--- src/rtl/core/pipeline_prime_sieve_top_defines.svh ---
// Assertion macros for the prime sieve block.
`ifndef PIPELINE_PRIME_SIEVE_TOP_DEFINES_SVH
`define PIPELINE_PRIME_SIEVE_TOP_DEFINES_SVH

// Property checked on every clock edge outside reset.
`define PPS_ASSERT(lbl, prop, msg) \
    lbl: assert property (@(posedge i_clk) disable iff (!i_rst_n) (prop)) else $error(msg);

// Implication checked on the same edge.
`define PPS_ASSERT_IMPL(lbl, ante, cons, msg) \
    lbl: assert property (@(posedge i_clk) disable iff (!i_rst_n) (ante) |-> (cons)) \
        else $error(msg);

// Implication whose consequent is checked on the next edge.
`define PPS_ASSERT_NEXT(lbl, ante, cons, msg) \
    lbl: assert property (@(posedge i_clk) disable iff (!i_rst_n) (ante) |=> (cons)) \
        else $error(msg);

`endif

--- src/rtl/core/pps_pkg.sv ---
// Shared constants for the prime sieve block.
package pps_pkg;

    localparam int unsigned NUM_CELLS     = 64;
    localparam int unsigned VALUE_BITS    = 16;
    localparam int unsigned CAND_BITS     = 16;
    localparam int unsigned MIN_CANDIDATE = 2;

    localparam int unsigned IDX_W = (NUM_CELLS > 1) ? $clog2(NUM_CELLS) : 1;
    localparam int unsigned CNT_W = $clog2(NUM_CELLS + 1);
    localparam int unsigned BIT_W = $clog2(VALUE_BITS);

endpackage

--- src/rtl/core/pps_ram.sv ---
// Generic single-write, single-read RAM with registered read data.
module pps_ram #(
    parameter int unsigned WIDTH = 16,
    parameter int unsigned DEPTH = 64
) (
    input  logic                                         i_clk,
    input  logic                                         i_we,
    input  logic [((DEPTH > 1) ? $clog2(DEPTH) : 1)-1:0] i_waddr,
    input  logic [WIDTH-1:0]                             i_wdata,
    input  logic [((DEPTH > 1) ? $clog2(DEPTH) : 1)-1:0] i_raddr,
    output logic [WIDTH-1:0]                             o_rdata
);

    logic [WIDTH-1:0] r_mem [DEPTH];
    logic [WIDTH-1:0] r_rdata;

    always_ff @(posedge i_clk) begin
        if (i_we) begin
            r_mem[i_waddr] <= i_wdata;
        end
        r_rdata <= r_mem[i_raddr];
    end

    assign o_rdata = r_rdata;

endmodule

--- src/rtl/core/pipeline_prime_sieve_top.sv ---
// Prime sieve: stored-prime chain in RAM, tested by one shared bit-serial remainder unit.
//
//  channel   dir  tdata                        tuser
//  s_axis    in   [15:0] candidate             [0] restart
//  m_axis    out  [15:0] prime_value           [0] undetermined
//
// A candidate below two gives no result. A restart or an empty chain goes straight to emit;
// otherwise each stored prime is tested (RAM read, load, one quotient bit per cycle, check)
// by the shared restoring remainder unit; a divisible request stops at the first dividing
// prime, a prime tests them all and then goes to the emit state.
// Reset (i_rst_n low, synchronous) empties the chain; the RAM needs no clearing.
// s_axis_tready is high only while idle; the emit cycle waits while a shown result is held.
module pipeline_prime_sieve_top (
    input  logic                           i_clk,
    input  logic                           i_rst_n,
    input  logic                           s_axis_tvalid,
    output logic                           s_axis_tready,
    input  logic [pps_pkg::CAND_BITS-1:0]  s_axis_tdata,  // [15:0] candidate
    input  logic                           s_axis_tuser,  // [0] restart
    output logic                           m_axis_tvalid,
    input  logic                           m_axis_tready,
    output logic [pps_pkg::CAND_BITS-1:0]  m_axis_tdata,  // [15:0] prime_value
    output logic                           m_axis_tuser   // [0] undetermined
);

    `include "pipeline_prime_sieve_top_defines.svh"

    localparam int unsigned VB = pps_pkg::VALUE_BITS;

    typedef enum logic [2:0] {
        S_IDLE,
        S_READ,
        S_LOAD,
        S_DIV,
        S_CHECK,
        S_EMIT
    } t_state;

    t_state                    r_state;
    logic [VB-1:0]             r_cand;
    logic [VB-1:0]             r_dvd;
    logic [VB-1:0]             r_div;
    logic [VB-1:0]             r_rem;
    logic [pps_pkg::BIT_W-1:0] r_bit;
    logic [pps_pkg::IDX_W-1:0] r_idx;
    logic [pps_pkg::CNT_W-1:0] r_used;
    logic                      r_out_valid;
    logic [pps_pkg::CAND_BITS-1:0] r_out_data;
    logic                      r_out_user;

    logic                      w_accept;
    logic [VB-1:0]             w_in_cand;
    logic                      w_out_free;
    logic                      w_emit;
    logic                      w_testing;
    logic                      w_full;
    logic                      w_ram_we;
    logic [VB-1:0]             w_ram_rdata;
    logic [VB:0]               w_trial;
    logic [VB:0]               w_sub;
    logic [VB-1:0]             n_rem;
    logic                      w_divisible;
    logic                      w_last_cell;

    assign s_axis_tready = (r_state == S_IDLE);
    assign w_accept      = s_axis_tvalid && s_axis_tready;
    assign w_in_cand     = VB'(s_axis_tdata);
    assign w_out_free    = !r_out_valid || m_axis_tready;
    assign w_emit        = (r_state == S_EMIT) && w_out_free;
    assign w_testing     = (r_state == S_READ) || (r_state == S_CHECK);
    assign w_full        = (r_used == pps_pkg::CNT_W'(pps_pkg::NUM_CELLS));
    assign w_ram_we      = w_emit && !w_full;

    // restoring remainder step: shift in the next dividend bit, subtract if it fits
    assign w_trial     = {r_rem, r_dvd[VB-1]};
    assign w_sub       = w_trial - {1'b0, r_div};
    assign n_rem       = w_sub[VB] ? w_trial[VB-1:0] : w_sub[VB-1:0];
    assign w_divisible = (r_div != '0) && (r_rem == '0);
    assign w_last_cell = ((pps_pkg::CNT_W'(r_idx) + pps_pkg::CNT_W'(1)) == r_used);

    pps_ram #(
        .WIDTH (VB),
        .DEPTH (pps_pkg::NUM_CELLS)
    ) u_cells (
        .i_clk   (i_clk),
        .i_we    (w_ram_we),
        .i_waddr (r_used[pps_pkg::IDX_W-1:0]),
        .i_wdata (r_cand),
        .i_raddr (r_idx),
        .o_rdata (w_ram_rdata)
    );

    always_ff @(posedge i_clk) begin
        if (!i_rst_n) begin
            r_state     <= S_IDLE;
            r_used      <= '0;
            r_idx       <= '0;
            r_out_valid <= 1'b0;
        end else begin
            if (w_emit) begin
                r_out_valid <= 1'b1;
            end else if (m_axis_tready) begin
                r_out_valid <= 1'b0;
            end
            case (r_state)
                S_IDLE: begin
                    if (w_accept) begin
                        r_cand <= w_in_cand;
                        r_idx  <= '0;
                        if (s_axis_tuser) begin
                            r_used <= '0;
                        end
                        if (w_in_cand < VB'(pps_pkg::MIN_CANDIDATE)) begin
                            r_state <= S_IDLE;
                        end else if (s_axis_tuser || r_used == '0) begin
                            r_state <= S_EMIT;
                        end else begin
                            r_state <= S_READ;
                        end
                    end
                end
                S_READ: begin
                    r_state <= S_LOAD;
                end
                S_LOAD: begin
                    r_div   <= w_ram_rdata;
                    r_dvd   <= r_cand;
                    r_rem   <= '0;
                    r_bit   <= pps_pkg::BIT_W'(VB - 1);
                    r_state <= S_DIV;
                end
                S_DIV: begin
                    r_rem <= n_rem;
                    r_dvd <= {r_dvd[VB-2:0], 1'b0};
                    r_bit <= r_bit - 1'b1;
                    if (r_bit == '0) begin
                        r_state <= S_CHECK;
                    end
                end
                S_CHECK: begin
                    if (w_divisible) begin
                        r_state <= S_IDLE;
                    end else if (w_last_cell) begin
                        r_state <= S_EMIT;
                    end else begin
                        r_idx   <= r_idx + 1'b1;
                        r_state <= S_READ;
                    end
                end
                S_EMIT: begin
                    if (w_out_free) begin
                        r_out_data  <= pps_pkg::CAND_BITS'(r_cand);
                        r_out_user  <= w_full;
                        if (!w_full) begin
                            r_used <= r_used + 1'b1;
                        end
                        r_state <= S_IDLE;
                    end
                end
                default: begin
                    r_state <= S_IDLE;
                end
            endcase
        end
    end

    assign m_axis_tvalid = r_out_valid;
    assign m_axis_tdata  = r_out_data;
    assign m_axis_tuser  = r_out_user;

    `PPS_ASSERT(a_used_bound, r_used <= pps_pkg::CNT_W'(pps_pkg::NUM_CELLS), "cell count overflow")
    `PPS_ASSERT_IMPL(a_we_not_full, w_ram_we, !w_full, "cell written with chain full")
    `PPS_ASSERT_IMPL(a_idx_in_use, w_testing, pps_pkg::CNT_W'(r_idx) < r_used, "unfilled cell read")
    `PPS_ASSERT_NEXT(a_emit_shows, w_emit, r_out_valid && r_state == S_IDLE, "no result shown")

endmodule
--- config.mk ---
export PLATFORM = sky130hd
export DESIGN_NAME = pipeline_prime_sieve_top
export DESIGN_NICKNAME = d
export VERILOG_FILES = /design/src/rtl/core/pps_pkg.sv /design/src/rtl/core/pps_ram.sv /design/src/rtl/core/pipeline_prime_sieve_top.sv
export VERILOG_INCLUDE_DIRS = /design/src /design/src/rtl/core
export SDC_FILE = /design/constraint.sdc
export NUM_CORES = 1
export LEC_CHECK = 0
export BUFFER_PORTS_ARGS = -buffer_cell sky130_fd_sc_hd__buf_4
export CELL_PAD_IN_SITES_DETAIL_PLACEMENT = 1
export CELL_PAD_IN_SITES_GLOBAL_PLACEMENT = 1
export CORE_MARGIN = 8
export CORE_UTILIZATION = 51
export CTS_CLUSTER_DIAMETER = 30
export DETAILED_ROUTE_END_ITERATION = 7
export PLACE_DENSITY_LB_ADDON = 0.1
export SYNTH_ARGS = -nofsm -noshare
export SYNTH_HDL_FRONTEND = slang
export SYNTH_SLANG_ARGS = --single-unit
--- constraint.sdc ---
create_clock -name i_clk -period 5.9 [get_ports i_clk]
set_input_delay 0.295 -clock i_clk [delete_from_list [all_inputs] [get_ports i_clk]]
set_output_delay 0.295 -clock i_clk [all_outputs]
set_load 0.01 [all_outputs]
==> results.py, run 1 <==
metrics = {
    "final_layout": {
        "num-fill-cells": 7193,
        "area_growth_pct": 22.1,
        "nNetsFinal": 2514,
        "seq_area_um2": 34000,
        "drive_above_1_share_pct": 29.6,
        "multiInputGateArea_um2": 10100,
        "layoutNonFillerInstCount": 3819,
    },
    "clock_tree": {
        "cts_made_buffers": 217,
        "clock-sinks": 1142,
        "clkLatencyLatePin_ns": 0.78,
        "cts_tree": "done",
        "clockBufferDepth": 3,
        "clockRootBuffer": "clkbuf_16",
        "htree_levels": 4,
        "cts-resized-gates": 0,
        "clkSlewWorstSetupHoldPaths_ns": 0.05,
    },
    "yosys": {
        "synthCells": 2200,
        "synth_flop_cell": "edfxtp_1",
        "syn_nets": 2242,
        "async_reset_ff_share_pct": 0,
        "seq_area_frac_synth_pct": 76.1,
        "synth_warnings": 0,
        "synth_top_area_share_pct": 74.6,
        "synth-edff-count": 1109,
        "syn_area_per_cell_um2": 20.3,
        "synth_area_leaders": "edfxtp_1 (75%), mux4_2 (13%), mux2i_1 (2.2%)",
        "netlist_area_um2": 44600,
        "ys_types": 56,
        "synth_top_cell_by_area": "edfxtp_1",
        "synth-seq-cells": 1142,
    },
    "placed_design": {
        "place.gp.congestion": 0.804,
        "placedCellCount": 3391,
        "post-dp-hpwl_mm": 68.1,
        "port_buffers": 39,
    },
    "timing": {
        "max-slew-margin-rel_pct": 33.3,
        "hold_viol": 0,
        "setup-tns-final_ns": 0,
        "period_share_pct": 59.1,
        "grt_setup_unrepaired": "no",
        "fmax_mhz": 287,
        "min_period_ns": 3.48,
        "slew_viol_final": 0,
        "worstMarginPinSlew_ns": 1.00,
        "setup_violations": 0,
        "fin_skew_ns": 0.0291,
    },
    "power_and_ir_drop": {
        "ir_worst_vdd_uv": 372,
        "cellLeakagePower_nw": 17.5,
        "intPower_w": 0.0185,
        "switching_share_pct": 23.7,
        "power.density_nw_per_um2": 446,
        "clkPwrFrac_pct": 51.4,
        "p_switching_w": 0.00577,
        "seq_power_share_pct": 38.7,
        "pwr-share-comb_pct": 9.8,
    },
    "drt": {
        "via_per_inst": 6.21,
        "drtIter0Drc": 2487,
        "totalWireLength_mm": 125,
        "route.detailed.drc": 0,
        "dr.pass1.iters": 5,
        "post_drt_wl_per_cell_um": 32.7,
        "dr_total_vias": 23700,
        "ant_nets": 0,
    },
    "floorplan": {
        "num_io_pins": 40,
        "row_count": 108,
        "die_y_um": 312,
        "start_util_pct": 51.4,
        "dieArea_um2": 97200,
        "die_width_um": 312,
        "core_area_um2": 86800,
    },
    "global_route": {
        "antenna_found_initial": 10,
        "globalRouteTotalUtil_pct": 25.6,
        "grt_pass1_vias": 25300,
        "grt_max_degree": 111,
        "grt_overflow_total": 0,
        "grt_pass1_wl_mm": 179,
    },
    "critical_path": {
        "max_stage_delay_ns": 0.52,
        "end_kind": "flip-flop",
        "path_cells": "inv_1 -> ha_1 -> inv_1 -> fa_1 -> a21o_1 -> a221oi_2 -> o41a_1 -> a21oi_2 -> o21a_1 -> nor2_1 -> o21ai_0",
        "path_class": "reg2reg",
        "slowest_stage": "nor2_1",
        "cp-start-kind": "flip-flop",
        "cpMostUsedCell": "inv_1",
        "worstPathRequired_ns": 6.39,
        "arrival_ns": 3.97,
        "worst-path-max-fanout": 14,
    },
    "job": {
        "maxCapViolations": 0,
    },
    "status": {
        "status": "complete, no violations",
    },
    "worst_hold_path": {
        "holdCritPathClass": "in2reg",
    },
}
routing by layer:
metal  track usage (%)  wire length, um  share of wire [%]  vias up
met4              10.1             4500                3.6        4
li1                  -                -                  -     9773
met2              41.5            61100                 49     1047
met5                 0               29              0.023        -
met3              6.94             9960                8.0      233
met1              32.9            49500                 40    12600
power by group through the flow:
stage               registers [W]  clock network (W)  logic, W
floorplan                 0.00954                  0   0.00162
global placement          0.00956                  0   0.00232
detailed placement        0.00956                  0   0.00238
CTS                       0.00942             0.0126   0.00241
global route              0.00942             0.0130   0.00255
finish                    0.00942             0.0125   0.00239
cell type report:
type	instances	area share, %
multi-input combinational	917	18.5
clock buffer	253	10.4
inverter	30	0.209
sequential	1142	62.3
antenna	3	0.0138
timing repair buffer	164	2.47
tap	1155	2.65
clock inverter	155	3.44
what timing repair did:
item | CTS | global route
hold endpoints to repair | 27 | 0
setup buffers | 0 | 0
hold buffers | 17 | 0
sequential cells by signal, indices dropped and copies added (netlist names):
signal,count
m_axis_tdata,16
m_axis_tuser,1
m_axis_tvalid,1
r_bit,4
r_cand,16
r_div,16
r_dvd,16
r_idx,6
r_rem,16
r_state,3
r_used,7
u_cells.o_rdata,16
u_cells.r_mem,1024
path summary, 6_finish.rpt:
check	cells after the start	slack (ns)	to	from
max	11	2.42	r_rem[7]$_SDFFCE_PN0P_	r_dvd[15]$_DFFE_PP_
min	3	0.06	m_axis_tvalid$_SDFFE_PN0P_	m_axis_tready
max reg2reg	11	2.42	r_rem[7]$_SDFFCE_PN0P_	r_dvd[15]$_DFFE_PP_
min reg2reg	0	0.50	r_div[7]$_DFFE_PP_	u_cells.o_rdata[7]$_DFF_P_
cells in the final DEF, fill, tap and decap left out, drive strengths merged, types with 31 or more instances in the layout:
cell,instances
a21oi,66
clkinvlp,31
bufinv,33
o22ai,32
dfxtp,33
mux2i,97
buf,147
o221ai,49
nor2,96
o21ai,42
nand2,95
mux4,256
clkbuf,253
inv,39
clkinv,82
edfxtp,1109
critical path: cells and delay by family (launching register included):
family / cells / cell delay [ns]
DFF: 1 / 0.36
AOI/OAI and AO/OA: 6 / 1.57
and+or+nand+nor: 1 / 0.52
adders and majority gates: 2 / 0.59
buffers and inverters: 2 / 0.16
synth_stat cells, types with 2 or more instances:
master     count
a211oi_1       3
a21boi_0       3
a21o_1         5
a21oi_1       65
a31o_2         3
a31oi_1        8
a41o_1         2
and2_1         6
and3_1         7
buf_1         13
buf_2         31
buf_4          5
buf_6          6
clkbuf_1      56
dfxtp_1       33
edfxtp_1    1109
ha_1          20
inv_1         27
inv_2          2
mux2i_1       97
mux4_2       256
nand2_1       95
nand2b_1       4
nand3_1       25
nand3b_1       6
nand4_1        7
nor2_1        96
nor2b_1        6
nor3_1         7
nor3b_1        2
nor4_1        14
o2111ai_1      3
o21a_1         3
o21ai_0       41
o221ai_1      49
o22ai_1       32
o31ai_1        2
or3_1          6
or3b_2         2
or4_1          3
xnor2_1       18
xor2_1         8
stage by stage:
stage	hold WS [ns]	total power, W	worst slack [ns]	utilization, %	instance area (um2)
CTS	0.0286	0.0245	2.36	62.8	54500
detailed placement	0.476	0.0119	2.41	53.9	46800
global route	0.0538	0.0250	2.22	62.8	54500
floorplan	0.386	0.0112	2.94	-	44600
global placement	0.474	0.0119	2.45	53.9	46800
finish	0.0619	0.0243	2.42	62.8	54500
cells by family (layout without fill, tap and decap cells):
| logic type | count (synthesis) | in the layout | synth area share, % |
|---|---|---|---|
| xor+xnor | 26 | 26 | 0.510 |
| fa+ha+maj | 21 | 21 | 0.606 |
| compound gates | 228 | 228 | 3.33 |
| mux | 353 | 353 | 15.1 |
| flops | 1142 | 1142 | 76.1 |
| other cells | 0 | 3 | 0 |
| buf+inv | 141 | 602 | 1.42 |
| simple gates | 289 | 289 | 2.94 |
No activity file was read; power rests on OpenSTA's default activity.
==> inputs of run 2 (changes only) <==
CORE_UTILIZATION = 50   (was 51)
clock period = 2.9 ns   (was 5.9 ns; I/O delays follow)
==> run 2 against run 1 <==
The flow now finishes with violations (negative setup slack). Critical path depth increased by 1. Total power increased by 110%. Global-route usage decreased by 0.61 points. Maximum frequency increased by 20%. Via count increased by 0.97%. Sequential cell count unchanged. Register-to-register slack got worse by 2.4 ns. Sequential share of layout area decreased by 2.2 points. Routed wire length decreased by 1.5%. Clock power increased by 110%. Final cell count increased by 2.6%. Critical path type unchanged. Largest power group unchanged.
==> results.py, run 2 (synthesis gave the netlist of run 1 again) <==
metrics = {
    "final_layout": {
        "final_cell_mix": "edfxtp_1 (1,109), mux4_2 (256), clkbuf_16 (219)",
        "drive_above_1_share_pct": 32.0,
        "nNetsFinal": 2601,
        "regMostFlops": "u_cells.r_mem",
        "layout_commonest_cell": "edfxtp_1",
        "area_growth_pct": 26.5,
        "fin_util_pct": 63.9,
        "post-route-cell-area_um2": 56500,
        "largest_reg_flops": 1024,
    },
    "critical_path": {
        "path_cells": "inv_2 -> ha_4 -> inv_2 -> fa_2 -> a21o_1 -> a221oi_4 -> o41a_1 -> a21oi_2 -> o21a_2 -> buf_6 -> nor4_4 -> nor3_2",
        "arrival_ns": 3.44,
        "cp_top_family": "compound AO/OA/AOI/OAI gates",
        "cpMostUsedCell": "inv_2",
        "end_kind": "flip-flop",
        "r2r-start": "r_dvd[15]$_DFFE_PP_",
        "cp-start-kind": "flip-flop",
        "startpoint": "r_dvd[15]$_DFFE_PP_",
        "path_class": "reg2reg",
        "path_buf_inv": 3,
        "worst-path-max-fanout": 7,
        "max_stage_delay_ns": 0.39,
        "worstPathRequired_ns": 3.43,
        "slowest_stage": "fa_2",
    },
    "floorplan": {
        "core_area_um2": 88400,
        "dieArea_um2": 99100,
        "row_count": 109,
        "start_util_pct": 50.5,
        "die_y_um": 315,
        "die_width_um": 315,
        "num_io_pins": 40,
    },
    "timing": {
        "setup-tns-final_ns": -0.00764,
        "min_period_ns": 2.91,
        "fin_skew_ns": 0.0316,
        "hold_viol": 0,
        "max-slew-margin-rel_pct": 39.8,
        "setup_violations": 1,
        "period_share_pct": 100,
        "worstMarginPinSlew_ns": 0.903,
        "setup_ws_ns": -0.00764,
        "grt_setup_unrepaired": "yes",
        "fmax_mhz": 344,
        "slew_viol_final": 0,
    },
    "global_route": {
        "grt_overflow_total": 0,
        "grt_pass1_vias": 25900,
        "globalRouteTotalUtil_pct": 25.0,
        "antenna_found_initial": 4,
        "grt_pass1_wl_mm": 179,
        "grt_max_degree": 67,
    },
    "placed_design": {
        "post-dp-hpwl_mm": 68.8,
        "dpl-instance-area_um2": 48200,
        "port_buffers": 39,
        "place.gp.congestion": 0.835,
    },
    "clock_tree": {
        "clockBufferDepth": 3,
        "clkLatencyLatePin_ns": 0.80,
        "clkSlewWorstSetupHoldPaths_ns": 0.05,
        "clock-sinks": 1142,
        "cts_made_buffers": 219,
        "clockRootBuffer": "clkbuf_16",
        "htree_levels": 4,
        "cts_tree": "done",
    },
    "drt": {
        "dr_total_vias": 23900,
        "route.detailed.drc": 0,
        "totalWireLength_mm": 123,
        "drtIter0Drc": 2510,
        "ant_nets": 0,
        "post_drt_wl_per_cell_um": 31.4,
        "dr.pass1.iters": 5,
        "via_per_inst": 6.11,
    },
    "status": {
        "violations": "negative setup slack",
        "status": "finished with violations",
    },
    "job": {
        "maxCapViolations": 0,
    },
    "power_and_ir_drop": {
        "cellLeakagePower_nw": 18.3,
        "total_power_w": 0.0507,
        "power.density_nw_per_um2": 899,
        "ir_worst_vdd_uv": 767,
    },
    "worst_hold_path": {
        "holdCritPathClass": "in2reg",
        "hold_path.startpoint": "s_axis_tdata[5]",
    },
}
run 2: worst paths after layout:
check / cells past startpoint / endpoint / slack [ns]
max: 12 / r_rem[13]$_SDFFCE_PN0P_ / -0.008
min: 2 / r_cand[5]$_DFFE_PP_ / 0.10
max reg2reg: 12 / r_rem[13]$_SDFFCE_PN0P_ / -0.008
min reg2reg: 0 / r_div[12]$_DFFE_PP_ / 0.41
run 2: area by class of cell:
| type | instances | area (um2) |
|---|---|---|
| Clock inverter | 166 | 2230 |
| Fill cell | 7191 | 31900 |
| Tap cell | 1165 | 1460 |
| Multi-Input combinational cell | 917 | 10200 |
| Antenna cell | 1 | 2.50 |
| Timing Repair Buffer | 249 | 2920 |
| Clock buffer | 248 | 5610 |
| Inverter | 30 | 114 |
| Sequential cell | 1142 | 34000 |
run 2: report_power, final:
part	switching, W	internal [W]	total [W]	leakage [nW]
logic	0.00300	0.00240	0.00540	4.28
clock network	0.00881	0.0176	0.0264	3.76
registers	0.000201	0.0188	0.0190	10.2
run 2: routing by layer:
metal / routed length, um / track usage [%]
met5: 0 / 0
met4: 3560 / 8.47
met3: 7970 / 4.90
met2: 61000 / 41.1
met1: 50700 / 33.4
run 2: metrics by stage:
stage                     instances  hold slack, ns  worst slack (ns)
final                          3918           0.104          -0.00764
after global routing           3917          0.0874           -0.0631
after CTS                      3912          0.0486            0.0118
after detailed placement       3476           0.338            -0.250
after global placement         3476           0.335           -0.0876
after floorplan                2200           0.244             0.147
run 2: repair_timing:
| item | CTS | global route |
|---|---|---|
| endpoints found under the setup margin | 14 | 206 |
| pin swaps | 6 | 9 |
| setup buffers | 2 | 5 |
| hold buffers | 20 | 0 |
| gates resized for setup | 7 | 18 |
| endpoints found under the hold margin | 33 | 0 |
